==> src/rtl/vsa_pkg.sv <==
// Package for the vector statistics accumulator: item types, the snapshot
// passed from the front to the back, the sequencer states and shared widths.
// No dependencies.
package vsa_pkg;

  localparam int MAX_COUNT   = 65536;
  localparam int QUEUE_DEPTH = 2;

  localparam int COUNT_W = 17;
  localparam int SUM_W   = 32;
  localparam int SUMSQ_W = 47;
  localparam int SMP_W   = 16;
  localparam int EUCL_W  = 24;

  // Iterative units: square root of a 64-bit radicand, 32 by 17 divide.
  localparam int SQRT_W    = 64;
  localparam int DIV_NUM_W = 32;
  localparam int DIV_DEN_W = COUNT_W;

  typedef struct packed {
    logic signed [SMP_W-1:0] sample;
    logic                    last;
  } vsa_smp_t;

  typedef struct packed {
    logic        [COUNT_W-1:0] count;
    logic signed [SUM_W-1:0]   total;
    logic signed [SMP_W-1:0]   mean;
    logic signed [SMP_W-1:0]   minimum;
    logic        [EUCL_W-1:0]  euclid_length;
    logic        [SMP_W-1:0]   std_dev;
    logic                      overflow;
  } vsa_res_t;

  // Accumulator contents at the end of one vector.
  typedef struct packed {
    logic        [COUNT_W-1:0] count;
    logic signed [SUM_W-1:0]   total;
    logic        [SUMSQ_W-1:0] sumsq;
    logic signed [SMP_W-1:0]   minimum;
    logic                      overflow;
  } vsa_snap_t;

  typedef enum logic [3:0] {
    ST_IDLE,
    ST_MUL_LO,
    ST_MUL_HI,
    ST_VAR_SUM,
    ST_VAR_SUB,
    ST_WAIT_FIRST,
    ST_ROOT_VAR,
    ST_DIV_SD,
    ST_OUT
  } vsa_state_t;

endpackage

==> src/rtl/vsa_queue.sv <==
// Short snapshot queue between the front and the back of the accumulator.
// Depends on vsa_pkg.
module vsa_queue #(
  parameter int DEPTH = vsa_pkg::QUEUE_DEPTH
) (
  input  logic               clk,
  input  logic               rst,
  input  logic               push,
  input  vsa_pkg::vsa_snap_t push_data,
  output logic               full,
  input  logic               pop,
  output vsa_pkg::vsa_snap_t pop_data,
  output logic               empty
);

  localparam int AW = (DEPTH > 1) ? $clog2(DEPTH) : 1;
  localparam int CW = $clog2(DEPTH + 1);

  vsa_pkg::vsa_snap_t entries [DEPTH];
  logic [AW-1:0] wr_ptr;
  logic [AW-1:0] rd_ptr;
  logic [CW-1:0] fill;
  logic          do_push;
  logic          do_pop;

  assign full     = fill == CW'(DEPTH);
  assign empty    = fill == '0;
  assign do_push  = push && !full;
  assign do_pop   = pop && !empty;
  assign pop_data = entries[rd_ptr];

  always_ff @(posedge clk) begin
    if (rst) begin
      wr_ptr <= '0;
      rd_ptr <= '0;
      fill   <= '0;
    end else begin
      if (do_push) begin
        wr_ptr <= (wr_ptr == AW'(DEPTH - 1)) ? '0 : wr_ptr + AW'(1);
      end
      if (do_pop) begin
        rd_ptr <= (rd_ptr == AW'(DEPTH - 1)) ? '0 : rd_ptr + AW'(1);
      end
      if (do_push && !do_pop) begin
        fill <= fill + CW'(1);
      end else if (do_pop && !do_push) begin
        fill <= fill - CW'(1);
      end
    end
  end

  always_ff @(posedge clk) begin
    if (do_push) begin
      entries[wr_ptr] <= push_data;
    end
  end

endmodule

==> config.mk <==
export PLATFORM = sky130hd
export DESIGN_NAME = vsa_queue
export DESIGN_NICKNAME = d
export VERILOG_FILES = /design/src/rtl/vsa_pkg.sv /design/src/rtl/vsa_queue.sv
export SDC_FILE = /design/constraint.sdc
export NUM_CORES = 1
export LEC_CHECK = 0
export BUFFER_PORTS_ARGS = -buffer_cell sky130_fd_sc_hd__buf_2
export CAP_MARGIN = 10
export CELL_PAD_IN_SITES_DETAIL_PLACEMENT = 1
export CELL_PAD_IN_SITES_GLOBAL_PLACEMENT = 2
export CORE_MARGIN = 1.5
export CORE_UTILIZATION = 40
export CTS_BUF_LIST = sky130_fd_sc_hd__clkbuf_2
export DETAILED_ROUTE_END_ITERATION = 10
export GPL_TIMING_DRIVEN = 0
export PLACE_DENSITY = 0.81
export REMOVE_ABC_BUFFERS = 1
export SETUP_SLACK_MARGIN = 0.3
export SYNTH_ARGS = -nofsm -noshare
export SYNTH_HDL_FRONTEND = slang
export SYNTH_SLANG_ARGS = --single-unit
==> constraint.sdc <==
create_clock -name clk -period 5.2 [get_ports clk]
set_clock_uncertainty 0.1 [all_clocks]
set_input_delay 1.3 -clock clk [delete_from_list [all_inputs] [get_ports clk]]
set_output_delay 1.3 -clock clk [all_outputs]
set_load 0.05 [all_outputs]
==> impl_metrics.toml <==
[global_route]
grtUsageTotal_pct = 14.7
grt_max_degree = 64
grt_overflow = 0
antenna_found_initial = 1
grt_pass1_vias = 4997
grt_pass1_wl_um = 25400

[sta]
finalSetupViolations = 0
max_freq_mhz = 268
finalHoldViolCount = 0
relSlewSlack_pct = 50.1
fin_crit_ns = 3.73
maxSlewViolCount = 0
worst_pin_slew_ns = 0.749
fin_setup_tns_ns = 0
grt_setup_unrepaired = "no"
post-route-period-util_pct = 71.8

[critical_path]
crit_path_max_fanout = 45
crit_type = "reg2out"
required_ns = 3.80
cp.arrival_ns = 2.33
worst_setup_path_start_kind = "register"
worstSetupEndpointType = "primary output"

[yosys]
yosysWarnings = 0
synth_edf_count = 226
synth_area_leader_cell = "edfxtp_1"
yosysUniqueCellTypes = 16
synth.top_cells.by_area = "edfxtp_1 78%, mux2_4 12%, mux2_2 5.6%, dfxtp_1 1.2%, buf_6 1.0%"
synth_area_mm2 = 0.00866
synth_top_area_share_pct = 78.3
ys_seq_area_share_pct = 79.5
ys_ff_latch = 231
synthTopCellsByCount = "226 x edfxtp_1, 70 x mux2_4, 43 x mux2_2"
async_flop_share_pct = 0
ys.flop_type = "edfxtp_1"
syn_area_per_cell_um2 = 23.0
synth_most_common_cell = "edfxtp_1"
syn_inst = 377

[power_and_ir_drop]
p_clk_share_pct = 18.4
seqPwrFrac_pct = 42.3
finalPower_uw = 5750
p_int_uw = 3420
vdd_drop_max_mv = 0.322
leakage_uw = 0.00417
switching_share_pct = 40.5
p_sw_uw = 2330
combPwrFrac_pct = 39.3
p_per_area_mw_per_mm2 = 542

[clock_tree]
clk_pin_slew_worst_paths_ns = 0.09
cts_tree = "done"
ctsResizeCount = 0
clkSinkCount = 231
root_buffer = "clkbuf_2"
clockBufferDepth = 3
post_cts.repair.setup_buffers = 0
cts_hold_buf = 0
clock_tree.htree_level_count = 2
clock_latency_ns = 0.76
cts_made_buffers = 57

[die]
die_x_um = 150
row_count = 53
core-area_mm2 = 0.0212
initial_core_util_pct = 41.0
io_pins = 232
fp.dieH_um = 150
die-area_mm2 = 0.0226

[routing]
antenna_left = 0
wire_per_inst_um = 17.3
drt_iter0_drc = 114
dr_total_vias = 4528
drc = 0
wirelength_um = 16700
firstDrtPassIters = 4
detail_route.vias_per_cell = 4.67

[min_path]
hold_class = "reg2reg"

[place]
port_buffers = 231
place_congestion = 0.674
place_area_mm2 = 0.0102
placed_cells = 874
dp.final_hpwl_um = 11000

[final_layout]
area_growth_pct = 22.5
fillers = 2062
final_area_mm2 = 0.0106
final_nets = 776
layout.cells.non_filler = 969
drive_above_1_share_pct = 61.8

[run_status]
status = "complete, no violations"

[flow_run]
max_cap_viol_count = 0
## flip-flops by register name (all words and copies together) (netlist names), named ones only
register  count
fill          2
rd_ptr        1
entries     226
wr_ptr        1
## critical path, stage by stage, from the launching register on
cell and delay (ns):
dfxtp_4 0.62, buf_16 0.31, mux2_2 0.38, buf_2 0.22
## logic make-up (layout without fill, tap and decap cells)
logic type	after synthesis	in the layout	share of synthesized area, %
xor gates and xnor gates	3	3	0.303
muxes	113	113	17.7
AOI/OAI and AO/OA	5	5	0.289
and+or+nand+nor	9	9	0.534
buffers and inverters	15	331	1.53
adders and majority gates	1	1	0.144
other	0	1	0
DFF	231	231	79.5
## path summary, 6_finish.rpt
check | startpoint | end | slack (ns) | cells after the start
min | rd_ptr$_SDFFE_PP0P_ | rd_ptr$_SDFFE_PP0P_ | 0.41 | 2
max | register | pop_data[3] | 1.47 | 3
max reg2reg | fill[0]$_SDFFE_PP0P_ | entries[1][22]$_DFFE_PP_ | 2.99 | 4
min reg2reg | rd_ptr$_SDFFE_PP0P_ | rd_ptr$_SDFFE_PP0P_ | 0.41 | 2
## per-stage QoR
stage / util, % / hold slack, ns / worst slack (ns)
final: 50.2 / 0.413 / 1.47
after global routing: 50.2 / 0.447 / 1.28
after CTS: 50.2 / 0.422 / 1.33
after detailed placement: 48.0 / 0.402 / 2.01
after global placement: 47.5 / 0.372 / -2.18
after floorplan: - / 0.352 / -0.690
## layout make-up
| class | instances | area [um2] | area share, % |
|---|---|---|---|
| multi-input combinational | 131 | 1650 | 15.5 |
| clock buffer | 76 | 380 | 3.58 |
| tap | 275 | 344 | 3.24 |
| sequential | 231 | 6890 | 64.9 |
| timing repair buffer | 235 | 1270 | 11.9 |
| antenna | 1 | 2.50 | 0.0236 |
| inverter | 2 | 12.5 | 0.118 |
| clock inverter | 18 | 67.6 | 0.637 |
## routing by layer
layer | wire length, um | up-vias | global-route usage [%]
li1 | - | 2082 | -
met1 | 6320 | 2224 | 15.6
met2 | 8600 | 179 | 25.5
met3 | 1410 | 41 | 5.91
met4 | 400 | 2 | 6.32
met5 | 10 | - | 0
## power by group through the flow
stage,clock network [uW],logic (uW),registers (uW)
5_1_grt,1190,2370,2460
6_report,1060,2260,2430
3_5_place_dp,0,2290,2480
4_1_cts,1110,2300,2440
2_1_floorplan,0,1780,2560
3_3_place_gp,0,2260,2630
## placed cells by master, fill, tap and decap left out, drive strengths merged
cell type,synthesis,final
dfxtp,5,5
or3,2,2
mux2,113,113
inv,2,2
o21ai,3,3
ha,1,1
edfxtp,226,226
buf,13,235
clkbuf,0,76
nor2,5,5
clkinv,0,18
nor2b,1,1
and2,1,1
diode,0,1
xor2,3,3
a21oi,2,2
Note: power is estimated with default switching activity, not from simulation.
