<file path="config.mk">
export PLATFORM = sky130hd
export DESIGN_NAME = vsa_front
export DESIGN_NICKNAME = d
export VERILOG_FILES = /design/src/rtl/vsa_pkg.sv /design/src/rtl/vsa_front.sv
export SDC_FILE = /design/constraint.sdc
export NUM_CORES = 1
export LEC_CHECK = 0
export BUFFER_PORTS_ARGS = -buffer_cell sky130_fd_sc_hd__buf_2
export CELL_PAD_IN_SITES_DETAIL_PLACEMENT = 0
export CELL_PAD_IN_SITES_GLOBAL_PLACEMENT = 1
export CORE_ASPECT_RATIO = 1.1
export CORE_UTILIZATION = 51
export DETAILED_ROUTE_END_ITERATION = 16
export PLACE_DENSITY_LB_ADDON = 0.1
export SLEW_MARGIN = 40
export SYNTH_ARGS = -nofsm -noshare
export SYNTH_HDL_FRONTEND = slang
export SYNTH_SLANG_ARGS = --single-unit
</file>
<file path="constraint.sdc">
create_clock -name clk -period 37.3 [get_ports clk]
set_input_delay 7.46 -clock clk [delete_from_list [all_inputs] [get_ports clk]]
set_output_delay 7.46 -clock clk [all_outputs]
set_load 0.01 [all_outputs]
</file>
<file path="src/rtl/vsa_pkg.sv">
// Package for the vector statistics accumulator: item types, the snapshot
// passed from the front to the back, the sequencer states and shared widths.
// No dependencies.
package vsa_pkg;

  localparam int MAX_COUNT   = 65536;
  localparam int QUEUE_DEPTH = 2;

  localparam int COUNT_W = 17;
  localparam int SUM_W   = 32;
  localparam int SUMSQ_W = 47;
  localparam int SMP_W   = 16;
  localparam int EUCL_W  = 24;

  // Iterative units: square root of a 64-bit radicand, 32 by 17 divide.
  localparam int SQRT_W    = 64;
  localparam int DIV_NUM_W = 32;
  localparam int DIV_DEN_W = COUNT_W;

  typedef struct packed {
    logic signed [SMP_W-1:0] sample;
    logic                    last;
  } vsa_smp_t;

  typedef struct packed {
    logic        [COUNT_W-1:0] count;
    logic signed [SUM_W-1:0]   total;
    logic signed [SMP_W-1:0]   mean;
    logic signed [SMP_W-1:0]   minimum;
    logic        [EUCL_W-1:0]  euclid_length;
    logic        [SMP_W-1:0]   std_dev;
    logic                      overflow;
  } vsa_res_t;

  // Accumulator contents at the end of one vector.
  typedef struct packed {
    logic        [COUNT_W-1:0] count;
    logic signed [SUM_W-1:0]   total;
    logic        [SUMSQ_W-1:0] sumsq;
    logic signed [SMP_W-1:0]   minimum;
    logic                      overflow;
  } vsa_snap_t;

  typedef enum logic [3:0] {
    ST_IDLE,
    ST_MUL_LO,
    ST_MUL_HI,
    ST_VAR_SUM,
    ST_VAR_SUB,
    ST_WAIT_FIRST,
    ST_ROOT_VAR,
    ST_DIV_SD,
    ST_OUT
  } vsa_state_t;

endpackage

</file>
<file path="src/rtl/vsa_front.sv">
// Front of the vector statistics accumulator: takes sample items, keeps the
// running count, sum, sum of squares and minimum, and pushes a snapshot at
// vector end. Depends on vsa_pkg.
module vsa_front (
  input  logic               clk,
  input  logic               rst,
  input  logic               smp_valid,
  output logic               smp_ready,
  input  vsa_pkg::vsa_smp_t  smp_item,
  output logic               push,
  output vsa_pkg::vsa_snap_t push_data,
  input  logic               full
);

  logic        [vsa_pkg::COUNT_W-1:0] elem_count;
  logic signed [vsa_pkg::SUM_W-1:0]   running_sum;
  logic        [vsa_pkg::SUMSQ_W-1:0] running_sumsq;
  logic signed [vsa_pkg::SMP_W-1:0]   running_min;
  logic                               overflow_seen;

  logic signed [31:0] square;
  logic               room;
  logic               accept;
  vsa_pkg::vsa_snap_t snap_next;

  assign smp_ready = !full;
  assign accept    = smp_valid && smp_ready;
  assign room      = elem_count < vsa_pkg::COUNT_W'(vsa_pkg::MAX_COUNT);
  assign square    = 32'(smp_item.sample) * 32'(smp_item.sample);

  always_comb begin
    snap_next.count    = elem_count;
    snap_next.total    = running_sum;
    snap_next.sumsq    = running_sumsq;
    snap_next.minimum  = running_min;
    snap_next.overflow = overflow_seen;
    if (room) begin
      snap_next.count = elem_count + vsa_pkg::COUNT_W'(1);
      snap_next.total = running_sum + vsa_pkg::SUM_W'(smp_item.sample);
      snap_next.sumsq = running_sumsq + vsa_pkg::SUMSQ_W'($unsigned(square));
      if (smp_item.sample < running_min) begin
        snap_next.minimum = smp_item.sample;
      end
    end else begin
      snap_next.overflow = 1'b1;
    end
  end

  assign push      = accept && smp_item.last;
  assign push_data = snap_next;

  always_ff @(posedge clk) begin
    if (rst || push) begin
      elem_count    <= '0;
      running_sum   <= '0;
      running_sumsq <= '0;
      running_min   <= vsa_pkg::SMP_W'(32767);
      overflow_seen <= 1'b0;
    end else if (accept) begin
      elem_count    <= snap_next.count;
      running_sum   <= snap_next.total;
      running_sumsq <= snap_next.sumsq;
      running_min   <= snap_next.minimum;
      overflow_seen <= snap_next.overflow;
    end
  end

endmodule

</file>
==> impl_results.md <==
* Status: completed
* Commonest cells after routing, fill and taps aside: inv_1 (374), nand2_1 (270), fa_1 (239), ha_1 (171), nor2_1 (151)
* M3 GR Usage at 4.626%
* H-tree Lvls at 4
* Crit path launch type: input port
* Dpl cells at 2,744
* First-pass GRT wire length at 79,690 um
* Initial Util at 51.65%
* Worst EP required at 29.84 ns
* CTS Buffer Depth at 2
* Row count at 72
* GRT Max-Usage Layer: met2
* Terminus of the critical flop-to-flop path: running_sum[18]
* Area grow syn2layout at 8.378%
* Layout cells sized above 1 at 9.520%
* Multi-input gate area at 14,110 sq um
* # DRC at 0
* Avg Synthesized Cell Area at 8.097 sq um
* Wire per inst at 17.45 um
* Die width at 181.9 um
* Distinct cell type count after synthesis at 77
* Crit end category: output pin
* Met1 usage at 37.22%
* Worst-skew pair later-pin latency at 0.44 ns
* CORE AREA at 35,130 sq um
* Actual slew at the worst max-slew pin at 0.7319 ns
* Worst setup path startpoint: smp_item[16]
* HPWL Detailed at 37,230 um
* Commonest non-fill, non-tap cell in the layout: inv_1
* Period minus WS final at 23.48 ns
* Register area share after synthesis at 12.47%
* Sum Neg Setup Slack at 0 ns
* Fillers at 3,393
* Crit-path max FO at 41
* Final wirelength at 48,440 um
* Post-Syn Nets at 2,672
* Initial antenna violation count at 0
* Io pins at 136
* Critical path type: input port to output pin
* Iter 0 DRT Violations at 843
* Setup slack, reg-to-reg at 33.73 ns
* Port-buffer cells at 135
* Met2 Use GR at 47.65%
* Fin crit share at 62.96%
* TritonCTS buffer count at 17
* Final ANT Viol Nets at 0
* Layout Nets at 2,750
* Synthesized instance count at 2,241
* # diodes at 0
* Mapped cell area at 18,150 sq um
* Gpl congestion at 0.9037
* WP data arrival at 16.02 ns
* Critical path's slowest cell: fa_1
* Worst reg-to-reg path cell count at 12
* Critical path endpoint: push_data[58]
* # resized after CTS at 0
* Vias per cell at 5.470
* Max-cap violations at 0
* Number of global-route vias before repair at 15,068
* Largest net degree at the start of global routing at 99
* Yosys Warn Count at 0
* Ys flop type: dfxtp_1
* Clock Skew at 0.01007 ns
* Worst-path clk slew at 0.07 ns
* Async S/R FF share, synth at 0%
* Drt first pass iters at 6
* Final std cells w/o fill at 2,776
* RSZ-0062 raised after global routing: no
* Fmax at 42.58 MHz
* Crit path largest cell delay at 0.56 ns
* Sequential cell area at 2266 sq um
* HP Class: flop to flop
* Yosys reg bits at 113
* Die Ht at 199.8 um
* Die Area at 36,340 sq um
* Hold buffers post-CTS at 0
* Hold Violations, Final at 0
* Slew HR at 51.11%
* CTS tree: yes
* Reg-to-reg critical path startpoint: running_sum[0]
* Number of synthesized flops with an enable pin at 0
* Via count at 15,186
* Total GRT Usage at 28.11%
* Finish-stage setup viols at 0
* Grt ovf at 0
* Number of clock sinks at 113
* Final Max Tran Viols at 0
* Post-CTS Setup Inserts at 0
* CTS root buffer: clkbuf_16
sequential cells by signal, summed over array words and instances, names as in the netlist:
signal and cells:
overflow_seen 1, running_min 16, running_sum 32, running_sumsq 47
elem_count 17
worst max-delay path, delay by kind of cell:
kind / cells / cell delay, ns
adder cells (fa/ha/maj): 8 / 3.60
XOR/XNOR: 3 / 0.43
AO/OA/AOI/OAI: 9 / 1.93
buffers and inverters: 9 / 1.54
AND/OR/NAND/NOR: 6 / 0.99
synth_stat cells (3+ instances only):
| master | n | area (sq um) |
|---|---|---|
| nor3_1 | 31 | 155.2 |
| o21ai_0 | 147 | 735.7 |
| or3_1 | 13 | 81.33 |
| o21bai_1 | 12 | 90.09 |
| and3_1 | 20 | 125.1 |
| nand4_1 | 18 | 112.6 |
| or4_1 | 7 | 52.55 |
| clkbuf_1 | 73 | 274.0 |
| mux2i_1 | 8 | 80.08 |
| a21o_1 | 51 | 382.9 |
| nand3_1 | 33 | 165.2 |
| o2111ai_1 | 3 | 26.28 |
| a211oi_1 | 8 | 60.06 |
| o211ai_1 | 16 | 120.1 |
| nor2_1 | 152 | 570.6 |
| a22o_1 | 4 | 35.03 |
| o211a_1 | 4 | 40.04 |
| fa_1 | 239 | 4785 |
| xnor2_1 | 78 | 683.2 |
| or2_2 | 6 | 37.54 |
| o31ai_1 | 14 | 105.1 |
| dfxtp_1 | 113 | 2262 |
| nand2b_1 | 12 | 75.07 |
| o21a_1 | 8 | 60.06 |
| nand2_1 | 270 | 1013 |
| xor2_1 | 64 | 560.5 |
| nand3b_1 | 3 | 22.52 |
| and2_1 | 52 | 325.3 |
| a21o_2 | 3 | 26.28 |
| clkbuf_8 | 4 | 55.05 |
| a21oi_1 | 127 | 635.6 |
| ha_1 | 171 | 2140 |
| buf_1 | 6 | 22.52 |
| inv_1 | 374 | 1404 |
| nor2b_1 | 12 | 75.07 |
| a31oi_1 | 7 | 43.79 |
| a31o_2 | 7 | 61.31 |
| a41oi_1 | 4 | 35.03 |
| nor3b_1 | 6 | 45.04 |
| mux2_2 | 12 | 135.1 |
worst min path at each step:
stage | from | end | slack, ns | cells past startpoint
6_report | running_sum[11] | running_sum[11] | 0.48 | 2
5_1_grt | running_sum[12] | running_sum[12] | 0.50 | 2
4_1_cts | running_sum[12] | running_sum[12] | 0.48 | 2
3_5_place_dp | running_min[6] | running_min[6] | 0.46 | 2
3_3_place_gp | overflow_seen | overflow_seen | 0.44 | 2
2_1_floorplan | overflow_seen | overflow_seen | 0.43 | 2
metrics by stage:
step	utilization [%]	cell area [sq um]	setup slack (ns)	hold slack, ns
floorplan	-	18150	14.87	0.4293
global placement	54.38	19100	14.02	0.4449
detailed placement	54.40	19110	13.91	0.4649
CTS	55.98	19670	13.85	0.4792
global route	55.98	19670	13.22	0.4977
finish	55.98	19670	13.82	0.4768
cell families after synthesis:
| group | share of synthesized area, % |
|---|---|
| buf+inv | 9.860 |
| compound gates | 15.07 |
| mux | 1.186 |
| fa+ha+maj | 38.16 |
| flops | 12.47 |
| simple gates | 16.41 |
| xor+xnor | 6.854 |
layout make-up:
type,count,area share [%]
repair buffers,146,3.894
well taps,444,2.825
clock inverters,13,0.5090
clock buffers,19,2.309
inverters,376,7.176
multi-input cells,1665,71.76
flip-flops and latches,113,11.52
per-layer routing:
metal,share of wire [%],wire length [um]
met2,48,23150
met3,5.9,2878
met4,2.1,1013
met5,0,0
met1,44,21400
Power is not shown: default switching activity piles up to over one toggle a cycle in this logic, so the estimate is an artifact.
